## src/rtl/pkfa_pkg.sv

```systemverilog
// Shared types and constants for the packet descriptor queue.
package pkfa_pkg;

  localparam int unsigned HANDLE_W   = 32;
  localparam int unsigned BYTES_W    = 24;
  localparam int unsigned DUR_W      = 32;
  localparam int unsigned SERIAL_W   = 32;
  localparam int unsigned BTOTAL_W   = 40;
  localparam int unsigned DTOTAL_W   = 48;
  localparam int unsigned MINPKT_W   = 16;
  localparam int unsigned TB_W       = 32;
  localparam int unsigned OP_W       = 3;
  localparam int unsigned STATUS_W   = 3;
  localparam int unsigned APB_ADDR_W = 5;
  localparam int unsigned APB_DATA_W = 32;
  localparam int unsigned REG_IDX_W  = 3;

  localparam logic [OP_W-1:0] OP_PUT   = 3'd0;
  localparam logic [OP_W-1:0] OP_GET   = 3'd1;
  localparam logic [OP_W-1:0] OP_FLUSH = 3'd2;
  localparam logic [OP_W-1:0] OP_START = 3'd3;
  localparam logic [OP_W-1:0] OP_ABORT = 3'd4;

  localparam logic [STATUS_W-1:0] ST_OK        = 3'd0;
  localparam logic [STATUS_W-1:0] ST_ABORTED   = 3'd1;
  localparam logic [STATUS_W-1:0] ST_EMPTY     = 3'd2;
  localparam logic [STATUS_W-1:0] ST_EMPTY_WAIT = 3'd3;
  localparam logic [STATUS_W-1:0] ST_FULL      = 3'd4;

  localparam logic [REG_IDX_W-1:0] REG_MIN_PACKETS = 3'd0;
  localparam logic [REG_IDX_W-1:0] REG_TB_NUM      = 3'd1;
  localparam logic [REG_IDX_W-1:0] REG_TB_DEN      = 3'd2;
  localparam logic [REG_IDX_W-1:0] REG_STREAM_ABS  = 3'd3;
  localparam logic [REG_IDX_W-1:0] REG_ATTACHED    = 3'd4;

  typedef struct packed {
    logic [MINPKT_W-1:0] min_packets;
    logic [TB_W-1:0]     tb_num;
    logic [TB_W-1:0]     tb_den;
    logic                stream_absent;
    logic                attached_picture;
  } cfg_t;

  typedef struct packed {
    logic load;
    logic exec;
    logic mul;
    logic load_out;
  } cmd_t;

  typedef struct packed {
    logic [HANDLE_W-1:0] handle;
    logic [BYTES_W-1:0]  bytes;
    logic [DUR_W-1:0]    duration;
    logic [SERIAL_W-1:0] serial;
  } entry_t;

endpackage

```

## src/rtl/pkfa_ctrl.sv

```systemverilog
// Sequencer for one queue transaction: capture, execute, multiply, deliver.
module pkfa_ctrl (
  input  logic            clk,
  input  logic            rst,
  input  logic            in_valid,
  output logic            in_ready,
  output logic            out_valid,
  input  logic            out_ready,
  output pkfa_pkg::cmd_t  cmd
);

  typedef enum logic [1:0] {S_IDLE, S_EXEC, S_MUL, S_DONE} state_t;

  state_t state;
  logic   out_free;

  assign out_free = !out_valid || out_ready;
  assign in_ready = (state == S_IDLE);

  always_comb begin
    cmd          = '0;
    cmd.load     = (state == S_IDLE) && in_valid;
    cmd.exec     = (state == S_EXEC);
    cmd.mul      = (state == S_MUL);
    cmd.load_out = (state == S_DONE) && out_free;
  end

  always_ff @(posedge clk) begin
    if (rst) begin
      state     <= S_IDLE;
      out_valid <= 1'b0;
    end else begin
      if ((state == S_DONE) && out_free) begin
        out_valid <= 1'b1;
      end else if (out_valid && out_ready) begin
        out_valid <= 1'b0;
      end
      case (state)
        S_IDLE: begin
          if (in_valid) begin
            state <= S_EXEC;
          end
        end
        S_EXEC: state <= S_MUL;
        S_MUL:  state <= S_DONE;
        S_DONE: begin
          if (out_free) begin
            state <= S_IDLE;
          end
        end
        default: state <= S_IDLE;
      endcase
    end
  end

endmodule

```

## config.mk

```make
export PLATFORM = sky130hd
export DESIGN_NAME = pkfa_ctrl
export DESIGN_NICKNAME = d
export VERILOG_FILES = /design/src/rtl/pkfa_pkg.sv /design/src/rtl/pkfa_ctrl.sv
export SDC_FILE = /design/constraint.sdc
export NUM_CORES = 1
export LEC_CHECK = 0
export BUFFER_PORTS_ARGS = -buffer_cell sky130_fd_sc_hd__buf_2
export CORE_AREA = 2 2 39 41
export DETAILED_ROUTE_END_ITERATION = 16
export DIE_AREA = 0 0 41 43
export PLACE_DENSITY = 0.41
export SLEW_MARGIN = 20
export SYNTH_ARGS = -nofsm -noshare
export SYNTH_HDL_FRONTEND = slang
export SYNTH_SLANG_ARGS = --single-unit
```

## constraint.sdc

```tcl
create_clock -name clk -period 1.45 [get_ports clk]
set_input_delay 0.145 -clock clk [delete_from_list [all_inputs] [get_ports clk]]
set_output_delay 0.145 -clock clk [all_outputs]
set_load 0.01 [all_outputs]
```

==> out/metrics.cfg <==
[sta]
finalSetupViolations = 0
hold_viol = 0
max_freq_mhz = 745
rsz0062_at_grt = false
tightest_slew_ns = 0.180
tns_ns = 0
fin_crit_sh = 0.926
holdWs_ns = 0.114
drv_slew = 0
maxSlewHeadroom = 0.880
fin_crit_ns = 1.34
finalClockSkew_ns = 0.000153

[routing]
wl_microns = 435
drc = 0
drtPass1Iterations = 2
routedWlPerCell_microns = 8.06
vias = 210
vias_per_cell = 3.89
drt_iter0_drc = 1
antenna_left = 0

[cells_and_area]
final_cells = 54
drive_gt1_frac = 0.421
finalInstanceArea_sq_um = 327
diodes = 0
nets = 48
fillerInstances = 159
area_growth_pct = 40.3

[cts]
cts_hold_repair.buffers = 0
clkSlewWorstSetupHoldPaths_ns = 0.04
cts_max_level = 1
clockRootBuffer = clkbuf_4
cts_buffer_depth = 2
cts_buffers = 3
clk_latency_ns = 0.24
cts_tree = built
cts_sinks = 3

[placement]
place_hpwl_microns = 349
gp_congestion = 0.628
portBuffers = 9
dpl_cell_area_sq_um = 298
dp.cells = 50

[status]
outcome = finished, final reports clean

[critical_path]
path_class = reg -> out
path_max_fanout = 5
critPathRequiredTime_ns = 1.31
arrival_ns = 1.20
worstSetupEndpointType = output port
critPathLaunchType = register

[global_route]
first_global_vias = 191
grt_pass1_wl_microns = 676
grt_max_degree = 6
track_usage = 0.0681
antenna_found_initial = 0
grt_overflow = 0

[hold_path]
hold_path.class = in -> reg

[logic_synthesis]
ys_seq_area_frac = 0.258
syn_nets = 34
yosys_register_bits = 3
synth_area_sq_um = 233
synth-edff-count = 0
yosysTopAreaCell = ha_1
synth_ff_type = dfxtp_1
synthTopCellsByArea = ha_1 (27%), dfxtp_1 (26%), a21boi_4 (8.1%), inv_1 (6.5%), a21oi_1 (4.3%)
synth_cells = 25
synth_top_area_frac = 0.269
yosysMostFrequentCell = ha_1
synth.avg_cell_area_sq_um = 9.31
synthTopCellsByCount = ha_1 (5), inv_1 (4), dfxtp_1 (3), a21oi_1 (2)
yosys_warnings = 0
synth-async-reset-ratio = 0
synth_cell_types = 15

[die]
fp.dieArea_sq_mm = 0.00176
initial_core_util = 0.168
die_x_microns = 41
die_h_microns = 43
core_sq_mm = 0.00138
rows = 14
ios = 10

[job]
maxCapViolCount = 0

[power]
ir_drop_v = 0.000432
p_per_area_mw_per_mm2 = 1640
p_leak_nw = 0.175

worst max-delay path, stage by stage (launching register included):
cell and delay (ns):
dfxtp_2 0.36, inv_1 0.07, ha_1 0.26, and2_1 0.15, buf_2 0.13
cells by family after synthesis:
logic type	count (synthesis)	synth area share
DFF	3	0.258
and+or+nand+nor	6	0.156
adders and majority gates	5	0.269
buffers and inverters	4	0.0645
muxes	1	0.0430
AOI/OAI and AO/OA	6	0.210
routing by layer:
layer | wire length [microns] | track usage | vias up
li1 | - | - | 106
met1 | 157 | 0.0415 | 96
met2 | 233 | 0.0969 | 6
met3 | 33 | 0.0471 | 2
met4 | 10 | 0.100 | 0
met5 | 0 | 0 | -
state kept, by name, summed over array words and instances (netlist names):
signal and flops:
out_valid 1, state 2
area by class of cell:
class                      count  area, sq um  share of cell area
clock buffer                   4         26.3              0.0805
inverter                       4         15.0              0.0460
sequential                     3         62.6               0.192
multi-input combinational     18          158               0.483
timing repair buffer           9         45.0               0.138
tap                           16         20.0              0.0613
metrics by stage:
stage / total power, mW / util / setup WS (ns)
final: 0.535 / 0.236 / 0.107
after global routing: 0.590 / 0.236 / 0.0439
after CTS: 0.546 / 0.234 / 0.0193
after detailed placement: 0.387 / 0.215 / 0.245
after global placement: 0.386 / 0.215 / 0.255
after floorplan: 0.310 / - / 0.335
power by group:
part / total, mW / switching, mW / internal [mW]
sequential: 0.143 / 0.0313 / 0.112
clock: 0.151 / 0.0476 / 0.103
combinational: 0.241 / 0.126 / 0.115
total: 0.535 / 0.205 / 0.330
timing repair:
action	CTS	global route
resized for setup	0	2
endpoints found under the setup margin	0	2
setup buffers	0	0
cell usage in the layout (no fill, tap or decap):
master	count
a21boi_4	1
nand2_1	1
ha_1	5
dfxtp_1	1
dfxtp_2	2
inv_1	4
and2_1	1
mux2i_1	1
a21oi_1	2
clkbuf_1	1
nor2_1	1
or2b_2	1
nand2b_1	1
o21ai_0	1
a21boi_0	1
nand3b_1	1
o21a_1	1
clkbuf_4	3
buf_2	9
path summary, 6_finish.rpt:
| kind | to | slack, ns | depth (start not counted) | startpoint |
|---|---|---|---|---|
| min | out_valid | 0.11 | 2 | rst |
| max reg2reg | state[1] | 0.28 | 4 | state[0] |
| max | cmd[3] | 0.11 | 4 | state[0] |
| min reg2reg | out_valid | 0.50 | 2 | out_valid |
Note: power is estimated with default switching activity, not from simulation.
